===== config.mk =====
export PLATFORM = sky130hd
export DESIGN_NAME = nearest_free_unit_dispatch_unit
export DESIGN_NICKNAME = d
export VERILOG_FILES = /design/src/rtl/core/nfud_pkg.sv /design/src/rtl/core/nfud_ram.sv /design/src/rtl/core/nfud_dist.sv /design/src/rtl/core/nearest_free_unit_dispatch_unit.sv
export SDC_FILE = /design/constraint.sdc
export NUM_CORES = 2
export LEC_CHECK = 0
export BUFFER_PORTS_ARGS = -buffer_cell sky130_fd_sc_hd__buf_2
export CELL_PAD_IN_SITES_DETAIL_PLACEMENT = 0
export CELL_PAD_IN_SITES_GLOBAL_PLACEMENT = 1
export CORE_MARGIN = 2
export CORE_UTILIZATION = 50
export CTS_BUF_LIST = sky130_fd_sc_hd__clkbuf_4 sky130_fd_sc_hd__clkbuf_8
export DETAILED_ROUTE_END_ITERATION = 8
export GPL_TIMING_DRIVEN = 1
export PLACE_DENSITY_LB_ADDON = 0.05
export SYNTH_ARGS = -nofsm -noshare
export SYNTH_HDL_FRONTEND = slang
export SYNTH_SLANG_ARGS = --single-unit

===== constraint.sdc =====
create_clock -name aclk -period 4.7 [get_ports aclk]
set_input_delay 0.94 -clock aclk [delete_from_list [all_inputs] [get_ports aclk]]
set_output_delay 0.94 -clock aclk [all_outputs]
set_load 0.1 [all_outputs]

===== src/rtl/core/nfud_pkg.sv =====
// Shared types and constants for the nearest free unit dispatch block.
`timescale 1ns / 1ps
`default_nettype none

package nfud_pkg;

    localparam int SLOT_W  = 6;
    localparam int TAG_W   = 16;
    localparam int COORD_W = 16;
    localparam int DIST_W  = 17;

    typedef logic signed [COORD_W-1:0] coord_t;
    typedef logic [DIST_W-1:0]         dist_t;
    typedef logic [TAG_W-1:0]          tag_t;
    typedef logic [SLOT_W-1:0]         slot_t;

    // Request kinds carried in the input tuser field.
    localparam logic [1:0] REQ_ADD      = 2'd0;
    localparam logic [1:0] REQ_RIDE     = 2'd1;
    localparam logic [1:0] REQ_COMPLETE = 2'd2;

    // Result status codes.
    localparam logic STATUS_ASSIGNED = 1'b0;
    localparam logic STATUS_NONE     = 1'b1;

endpackage

`default_nettype wire


===== src/rtl/core/nfud_ram.sv =====
// Generic single-write, single-read RAM with a registered read port.
`timescale 1ns / 1ps
`default_nettype none

module nfud_ram #(
    parameter int WIDTH = 32,
    parameter int DEPTH = 64
) (
    input  wire logic                     aclk,
    input  wire logic                     we,
    input  wire logic [$clog2(DEPTH)-1:0] waddr,
    input  wire logic [WIDTH-1:0]         wdata,
    input  wire logic [$clog2(DEPTH)-1:0] raddr,
    output logic      [WIDTH-1:0]         rdata
);

    logic [WIDTH-1:0] mem [DEPTH];

    always_ff @(posedge aclk) begin
        if (we) begin
            mem[waddr] <= wdata;
        end
        rdata <= mem[raddr];
    end

endmodule

`default_nettype wire


===== src/rtl/core/nfud_dist.sv =====
// Shared Manhattan distance unit: one slot per cycle, result registered.
`timescale 1ns / 1ps
`default_nettype none

module nfud_dist
    import nfud_pkg::*;
(
    input  wire logic   aclk,
    input  wire logic   aresetn,
    input  wire logic   in_valid,
    input  wire coord_t unit_x,
    input  wire coord_t unit_y,
    input  wire coord_t rider_x,
    input  wire coord_t rider_y,
    output logic        hit,
    output dist_t       dist_sum
);

    logic signed [COORD_W:0] dx;
    logic signed [COORD_W:0] dy;
    logic [COORD_W-1:0]      adx;
    logic [COORD_W-1:0]      ady;
    dist_t                   dist_next;

    always_comb begin
        dx  = {unit_x[COORD_W-1], unit_x} - {rider_x[COORD_W-1], rider_x};
        dy  = {unit_y[COORD_W-1], unit_y} - {rider_y[COORD_W-1], rider_y};
        // A difference of two 16-bit values has a magnitude below 2^16.
        adx = dx[COORD_W] ? COORD_W'(-dx) : dx[COORD_W-1:0];
        ady = dy[COORD_W] ? COORD_W'(-dy) : dy[COORD_W-1:0];
        dist_next = DIST_W'(adx) + DIST_W'(ady);
    end

    always_ff @(posedge aclk) begin
        if (!aresetn) begin
            hit <= 1'b0;
        end else begin
            hit <= in_valid;
        end
        dist_sum <= dist_next;
    end

endmodule

`default_nettype wire


===== src/rtl/core/nearest_free_unit_dispatch_unit.sv =====
// Top level of the nearest free unit dispatch block.
`timescale 1ns / 1ps
`default_nettype none

// Usage
// The block keeps UNIT_SLOTS server slots, each with a position and an
// available flag. Requests arrive on the s_axis channel, the kind in tuser.
// An add request stores a slot's position and marks it available; a complete
// request marks a slot available again. Neither gives an item.
// A ride request scans every slot through one shared distance unit, one slot
// per cycle, through a read, distance and compare pipeline. The nearest
// available slot (lowest slot on a tie) is marked busy and one item appears
// on m_axis with the slot, distance and echoed rider tag, or with the "no
// unit" status. s_axis_tready stays low from acceptance of a ride request
// until its result is loaded into the output register, since the slot scan
// uses the RAM read port. After reset the block clears the position and flag
// memories, one slot per cycle, with s_axis_tready low. A result waits in an
// output register; adds and completes are still taken while it waits, and a
// finished ride holds in its last step until the register is free.
module nearest_free_unit_dispatch_unit
    import nfud_pkg::*;
#(
    parameter int UNIT_SLOTS = 64
) (
    input  wire logic        aclk,
    input  wire logic        aresetn,
    input  wire logic        s_axis_tvalid,
    output logic             s_axis_tready,
    // unit_slot[5:0], rider_tag[21:6], pos_x[37:22], pos_y[53:38], zero fill
    input  wire logic [55:0] s_axis_tdata,
    // req_type[1:0]
    input  wire logic [1:0]  s_axis_tuser,
    output logic             m_axis_tvalid,
    input  wire logic        m_axis_tready,
    // chosen_slot[5:0], distance[22:6], tag_out[38:23], zero fill
    output logic [39:0]      m_axis_tdata,
    // status[0]
    output logic [0:0]       m_axis_tuser
);

    localparam int ADDR_W     = $clog2(UNIT_SLOTS);
    localparam int CNT_W      = ADDR_W + 1;
    localparam int SLOT_EXT_W = (ADDR_W > SLOT_W) ? ADDR_W : SLOT_W;

    typedef enum logic [1:0] {
        ST_CLEAR,
        ST_IDLE,
        ST_SCAN,
        ST_FIN
    } state_t;

    state_t              state_reg, state_next;
    logic [ADDR_W-1:0]   clr_cnt_reg, clr_cnt_next;
    logic [CNT_W-1:0]    cnt_reg, cnt_next;
    logic                p1_valid_reg, p1_valid_next;
    logic [ADDR_W-1:0]   p1_idx_reg, p1_idx_next;
    logic [ADDR_W-1:0]   p2_idx_reg, p2_idx_next;
    logic                found_reg, found_next;
    logic [ADDR_W-1:0]   best_reg, best_next;
    dist_t               best_d_reg, best_d_next;
    coord_t              rider_x_reg, rider_x_next;
    coord_t              rider_y_reg, rider_y_next;
    tag_t                tag_reg, tag_next;
    logic                m_valid_reg, m_valid_next;
    logic                m_status_reg, m_status_next;
    slot_t               m_slot_reg, m_slot_next;
    dist_t               m_dist_reg, m_dist_next;
    tag_t                m_tag_reg, m_tag_next;

    // Input field unpacking.
    logic [1:0]          in_req;
    slot_t               in_slot;
    tag_t                in_tag;
    coord_t              in_x;
    coord_t              in_y;
    logic [SLOT_EXT_W-1:0] slot_ext;
    logic                slot_ok;
    logic [ADDR_W-1:0]   slot_addr;
    logic                accept;

    // Memory ports.
    logic                pos_we;
    logic [ADDR_W-1:0]   pos_waddr;
    logic [2*COORD_W-1:0] pos_wdata;
    logic [2*COORD_W-1:0] pos_rdata;
    logic                free_we;
    logic [ADDR_W-1:0]   free_waddr;
    logic                free_wdata;
    logic                free_rdata;
    logic [ADDR_W-1:0]   rd_addr;

    // Distance unit.
    logic                dist_hit;
    dist_t               dist_val;
    logic                scan_done;

    assign in_req    = s_axis_tuser;
    assign in_slot   = s_axis_tdata[5:0];
    assign in_tag    = s_axis_tdata[21:6];
    assign in_x      = $signed(s_axis_tdata[37:22]);
    assign in_y      = $signed(s_axis_tdata[53:38]);
    assign slot_ext  = SLOT_EXT_W'(in_slot);
    // Requests naming a slot past the table are ignored.
    assign slot_ok   = (32'(in_slot) < 32'(UNIT_SLOTS));
    assign slot_addr = ADDR_W'(slot_ext);

    assign s_axis_tready = (state_reg == ST_IDLE);
    assign accept        = s_axis_tvalid && s_axis_tready;
    assign rd_addr       = cnt_reg[ADDR_W-1:0];

    // The scan is over once every slot has been issued and the read and
    // distance stages hold nothing more to compare.
    assign scan_done = (cnt_reg == CNT_W'(UNIT_SLOTS)) && !p1_valid_reg && !dist_hit;

    assign m_axis_tvalid = m_valid_reg;
    assign m_axis_tuser  = m_status_reg;
    assign m_axis_tdata  = {1'b0, m_tag_reg, m_dist_reg, m_slot_reg};

    nfud_ram #(
        .WIDTH (2 * COORD_W),
        .DEPTH (UNIT_SLOTS)
    ) u_pos_ram (
        .aclk  (aclk),
        .we    (pos_we),
        .waddr (pos_waddr),
        .wdata (pos_wdata),
        .raddr (rd_addr),
        .rdata (pos_rdata)
    );

    nfud_ram #(
        .WIDTH (1),
        .DEPTH (UNIT_SLOTS)
    ) u_free_ram (
        .aclk  (aclk),
        .we    (free_we),
        .waddr (free_waddr),
        .wdata (free_wdata),
        .raddr (rd_addr),
        .rdata (free_rdata)
    );

    nfud_dist u_dist (
        .aclk     (aclk),
        .aresetn  (aresetn),
        .in_valid (p1_valid_reg && free_rdata),
        .unit_x   ($signed(pos_rdata[COORD_W-1:0])),
        .unit_y   ($signed(pos_rdata[2*COORD_W-1:COORD_W])),
        .rider_x  (rider_x_reg),
        .rider_y  (rider_y_reg),
        .hit      (dist_hit),
        .dist_sum (dist_val)
    );

    always_comb begin
        state_next    = state_reg;
        clr_cnt_next  = clr_cnt_reg;
        cnt_next      = cnt_reg;
        p1_valid_next = 1'b0;
        p1_idx_next   = rd_addr;
        p2_idx_next   = p1_idx_reg;
        found_next    = found_reg;
        best_next     = best_reg;
        best_d_next   = best_d_reg;
        rider_x_next  = rider_x_reg;
        rider_y_next  = rider_y_reg;
        tag_next      = tag_reg;
        m_valid_next  = m_valid_reg && !m_axis_tready;
        m_status_next = m_status_reg;
        m_slot_next   = m_slot_reg;
        m_dist_next   = m_dist_reg;
        m_tag_next    = m_tag_reg;

        pos_we     = 1'b0;
        pos_waddr  = slot_addr;
        pos_wdata  = {in_y, in_x};
        free_we    = 1'b0;
        free_waddr = slot_addr;
        free_wdata = 1'b1;

        unique case (state_reg)
            ST_CLEAR: begin
                // Zero positions and flags after reset, one slot per cycle.
                pos_we     = 1'b1;
                pos_waddr  = clr_cnt_reg;
                pos_wdata  = '0;
                free_we    = 1'b1;
                free_waddr = clr_cnt_reg;
                free_wdata = 1'b0;
                clr_cnt_next = clr_cnt_reg + 1'b1;
                if (clr_cnt_reg == ADDR_W'(UNIT_SLOTS - 1)) begin
                    state_next = ST_IDLE;
                end
            end
            ST_IDLE: begin
                if (accept) begin
                    if (in_req == REQ_ADD) begin
                        pos_we  = slot_ok;
                        free_we = slot_ok;
                    end else if (in_req == REQ_COMPLETE) begin
                        free_we = slot_ok;
                    end else if (in_req == REQ_RIDE) begin
                        rider_x_next = in_x;
                        rider_y_next = in_y;
                        tag_next     = in_tag;
                        found_next   = 1'b0;
                        cnt_next     = '0;
                        state_next   = ST_SCAN;
                    end
                end
            end
            ST_SCAN: begin
                if (cnt_reg != CNT_W'(UNIT_SLOTS)) begin
                    p1_valid_next = 1'b1;
                    cnt_next      = cnt_reg + 1'b1;
                end
                // Strict compare keeps the lowest slot on a tie.
                if (dist_hit && (!found_reg || (dist_val < best_d_reg))) begin
                    found_next  = 1'b1;
                    best_next   = p2_idx_reg;
                    best_d_next = dist_val;
                end
                if (scan_done) begin
                    state_next = ST_FIN;
                end
            end
            ST_FIN: begin
                if (!m_valid_reg || m_axis_tready) begin
                    m_valid_next  = 1'b1;
                    m_status_next = found_reg ? STATUS_ASSIGNED : STATUS_NONE;
                    m_slot_next   = found_reg ? SLOT_W'(best_reg) : '0;
                    m_dist_next   = found_reg ? best_d_reg : '0;
                    m_tag_next    = tag_reg;
                    // The chosen unit becomes busy.
                    free_we       = found_reg;
                    free_waddr    = best_reg;
                    free_wdata    = 1'b0;
                    state_next    = ST_IDLE;
                end
            end
            default: begin
                state_next = ST_IDLE;
            end
        endcase
    end

    always_ff @(posedge aclk) begin
        if (!aresetn) begin
            state_reg    <= ST_CLEAR;
            clr_cnt_reg  <= '0;
            cnt_reg      <= '0;
            p1_valid_reg <= 1'b0;
            found_reg    <= 1'b0;
            m_valid_reg  <= 1'b0;
        end else begin
            state_reg    <= state_next;
            clr_cnt_reg  <= clr_cnt_next;
            cnt_reg      <= cnt_next;
            p1_valid_reg <= p1_valid_next;
            found_reg    <= found_next;
            m_valid_reg  <= m_valid_next;
        end
        p1_idx_reg   <= p1_idx_next;
        p2_idx_reg   <= p2_idx_next;
        best_reg     <= best_next;
        best_d_reg   <= best_d_next;
        rider_x_reg  <= rider_x_next;
        rider_y_reg  <= rider_y_next;
        tag_reg      <= tag_next;
        m_status_reg <= m_status_next;
        m_slot_reg   <= m_slot_next;
        m_dist_reg   <= m_dist_next;
        m_tag_reg    <= m_tag_next;
    end

endmodule

`default_nettype wire

==> summary.txt <==
DR vias - 42600
Hold WC Path Type - in -> reg
Yosys cell types - 68
TritonCTS clock tree - built
post-route minimum period - 4.37 ns
CTS root buf - clkbuf_8
sequential share of power - 54.6%
Worst R2R Start - rider_y_reg[0]$_DFFE_PP_
largest register by flop count - u_pos_ram.mem
post-synthesis simple-gate area fraction - 2.35%
initial detailed-routing violation count - 4114
global-route wire length before repair - 314000 um
hpwl dp - 128000 um
synth cell count leaders - 2223 x edfxtp_1, 682 x mux4_2, 221 x nor2_1
Peak VDD IR - 0.291 mV
Final Skew - 0.0725 ns
Layout fillers - 13200
DRC errors left - 0
ranking of synthesized cells by area - edfxtp_1 74%, mux4_2 17%, dfxtp_1 1.8%
Layout area overhead - 14.8%
Post-Place Cell Area - 0.0956 mm2
RePlAce Congestion - 0.790
worst hold slack - 0.123 ns
Synth area leader - edfxtp_1
CTS sink cnt - 2304
Pwr per Cell Area - 400 mW/mm2
ys async rst share - 0%
Post-Synth XOR/XNOR Area - 0.692%
arrival time of the worst setup path - 5.31 ns
clk_lat worst skew - 1.07 ns
syn_nets - 4177
grt total ovfl - 0
largest net degree at the start of global routing - 76
Fin. Hold Viols - 0
max FFs per register - 2048
Design Area, Final - 0.103 mm2
vias in the first global route - 44100
IO buf count - 101
switching part of the total power - 21.1%
FF-to-FF End - u_dist.dist_sum[15]$_DFF_P_
Max Cap Viol - 0
Tot GR Track Use - 24.1%
total power - 41.2 mW
Yosys reg bits - 2304
count leader, synth - edfxtp_1
Comb pwr share - 4.2%
die extent in x - 428 um
Pint - 32.5 mW
EDFF count, synth - 2223
top_reg_cell synth - edfxtp_1
sequential-to-total area share from yosys stat - 76.1%
clock-pin slew on the worst setup and hold paths - 0.06 ns
dpl ws - -0.0211 ns
Clock Power Share - 41.2%
Crit Path Max Fanout - 3
WP data required - 5.64 ns
row count - 155
Starting Density - 50.4%
Largest regs - u_pos_ram.mem x2048, u_free_ram.mem x64, u_pos_ram.rdata x32
Final period util - 93.0%
WL final - 219000 um
die span in y - 428 um
Tightest Pin Transition - 1.23 ns
Hold Path End - rider_y_reg[10]$_DFFE_PP_
die area - 0.183 mm2
Hold Crit Depth - 1
Worst Setup Path Type - reg -> reg
clock buffer depth - 4
critical path capture point type - flip-flop
Total Nets Final - 4711
initial antenna violation count - 19
cells after synthesis - 4038
R2R setup slack - 0.33 ns
status - complete, no violations
proportion of synthesized area in mux cells - 17.3%
setup ws final - 0.330 ns
DRT antenna net count - 0
adder-cell share of the synthesized area - 1.10%
hold path startpoint - s_axis_tdata[48]
Slew headroom - 17.9%
largest family of logic cells by synthesized area - multiplexers
Synthesis Warnings - 0
drt wl/cell - 30.4 um
number of I/O pins - 105
Core Box Area - 0.178 mm2
DR pass1 iterations - 7
synthesized cell area - 0.0898 mm2
Util after Layout - 57.8%
Compound-Gate Fraction of Synth Area - 1.35%
vias per inst - 5.90
Leak - 32.9 nW
Pins Over Slew Limit - 0
# setup viols final - 0
Mapped Avg Cell Area - 22.2 um2
Fmax - 229 MHz
Synth top area share - 74.3%
CP Launch Type - flip-flop
Sw Pwr - 8.72 mW
H-tree Lvls - 5
layout cell share with drive strength beyond 1 - 35.1%
CTS buffer count - 386
cell depth of the worst flop-to-flop path - 22
-- cell type report --
cell class              instances  area [um2]  area share (%)
flip-flops and latches       2304       68400            66.3
multi-input cells            1481       21300            20.7
clock buffers                 534        6520            6.32
well taps                    2355        2950            2.86
repair buffers                324        2920            2.83
clock inverters               128         742           0.719
inverters                      75         282           0.273
diodes                          9        22.5          0.0218
-- power by group through the flow --
| stage | combinational (mW) | clock, mW | sequential, mW |
|---|---|---|---|
| 6_report | 1.73 | 17.0 | 22.5 |
| 5_1_grt | 1.93 | 18.3 | 22.5 |
| 4_1_cts | 1.72 | 17.4 | 22.5 |
| 3_5_place_dp | 1.70 | 0 | 22.9 |
| 3_3_place_gp | 1.70 | 0 | 22.9 |
| 2_1_floorplan | 1.09 | 0 | 22.9 |
-- stage by stage --
step                std cells  setup TNS, ns
finish                   7210              0
global placement         6519         -0.142
detailed placement       6519        -0.0378
global route             7202       -0.00855
CTS                      7197              0
floorplan                4038              0
-- worst max path at each step --
stage	slack, ns	to	start
after floorplan	0.02	u_dist.dist_sum[15]$_DFF_P_	rider_x_reg[0]$_DFFE_PP_
after global placement	-0.06	u_dist.dist_sum[16]$_DFF_P_	rider_y_reg[0]$_DFFE_PP_
after detailed placement	-0.02	u_dist.dist_sum[14]$_DFF_P_	rider_y_reg[0]$_DFFE_PP_
after CTS	0.03	u_dist.dist_sum[14]$_DFF_P_	rider_y_reg[0]$_DFFE_PP_
after global routing	-0.009	u_dist.dist_sum[15]$_DFF_P_	rider_y_reg[5]$_DFFE_PP_
final	0.33	u_dist.dist_sum[15]$_DFF_P_	rider_y_reg[0]$_DFFE_PP_
-- timing repair --
action	4_1_cts	5_1_grt
resized for setup	1	20
endpoints found under the hold margin	16	0
hold buffers	16	0
setup endpoints to repair	1	7
setup buffers	0	2
pin swaps	0	9
-- layer usage --
layer  GRT usage (%)  share of wire [%]
met5               0             0.0037
met4            7.35                2.6
met3            6.30                7.6
met2            37.9                 48
met1            33.4                 42
-- worst max-delay path, stage by stage (launching register included) --
cell and delay [ns]:
edfxtp_1 0.37, ha_2 0.21, fa_2 0.35, nor2b_2 0.13, o31a_1 0.20, o21bai_2 0.12, a31oi_4 0.21, a41oi_2 0.17
a31o_2 0.30, nand2_1 0.06, o21ai_1 0.08, buf_4 0.15, ha_1 0.26, a21o_1 0.19, a21oi_2 0.15, nand2b_1 0.12
a21boi_1 0.08, o41ai_1 0.30, buf_4 0.16, o21bai_1 0.10, o21a_1 0.21, a41o_1 0.25, xor2_1 0.13
-- kinds of logic after synthesis --
| group | count (synthesis) |
|---|---|
| compound gates | 183 |
| xor+xnor | 71 |
| fa+ha+maj | 77 |
| buf+inv | 253 |
| flops | 2304 |
| mux | 702 |
| other cells | 1 |
| simple gates | 447 |
-- cells in the final DEF (no fill, tap or decap), types with 9 or more instances in the layout --
cell type / synthesis / layout
mux2i_1: 16 / 16
and2_1: 15 / 15
a21o_1: 17 / 17
o21a_1: 14 / 14
diode_2: 0 / 9
clkinv_2: 0 / 25
nor3_1: 11 / 11
edfxtp_1: 2223 / 2223
clkinv_1: 1 / 92
clkbuf_4: 0 / 132
a21oi_1: 42 / 39
dfxtp_1: 81 / 75
clkbuf_8: 0 / 402
nor2b_1: 49 / 15
and3_1: 9 / 9
o21ai_0: 34 / 29
nor2b_4: 1 / 33
xor2_1: 31 / 31
buf_2: 11 / 101
dlygate4sd3_1: 0 / 16
inv_1: 74 / 73
xnor2_1: 40 / 40
nor2_4: 0 / 65
ha_1: 74 / 71
nand2b_1: 22 / 21
nand3_1: 25 / 25
nand2_1: 54 / 54
buf_4: 1 / 151
mux4_2: 682 / 682
buf_12: 0 / 56
nor2_1: 221 / 155
(Power assumes the default switching activity.)
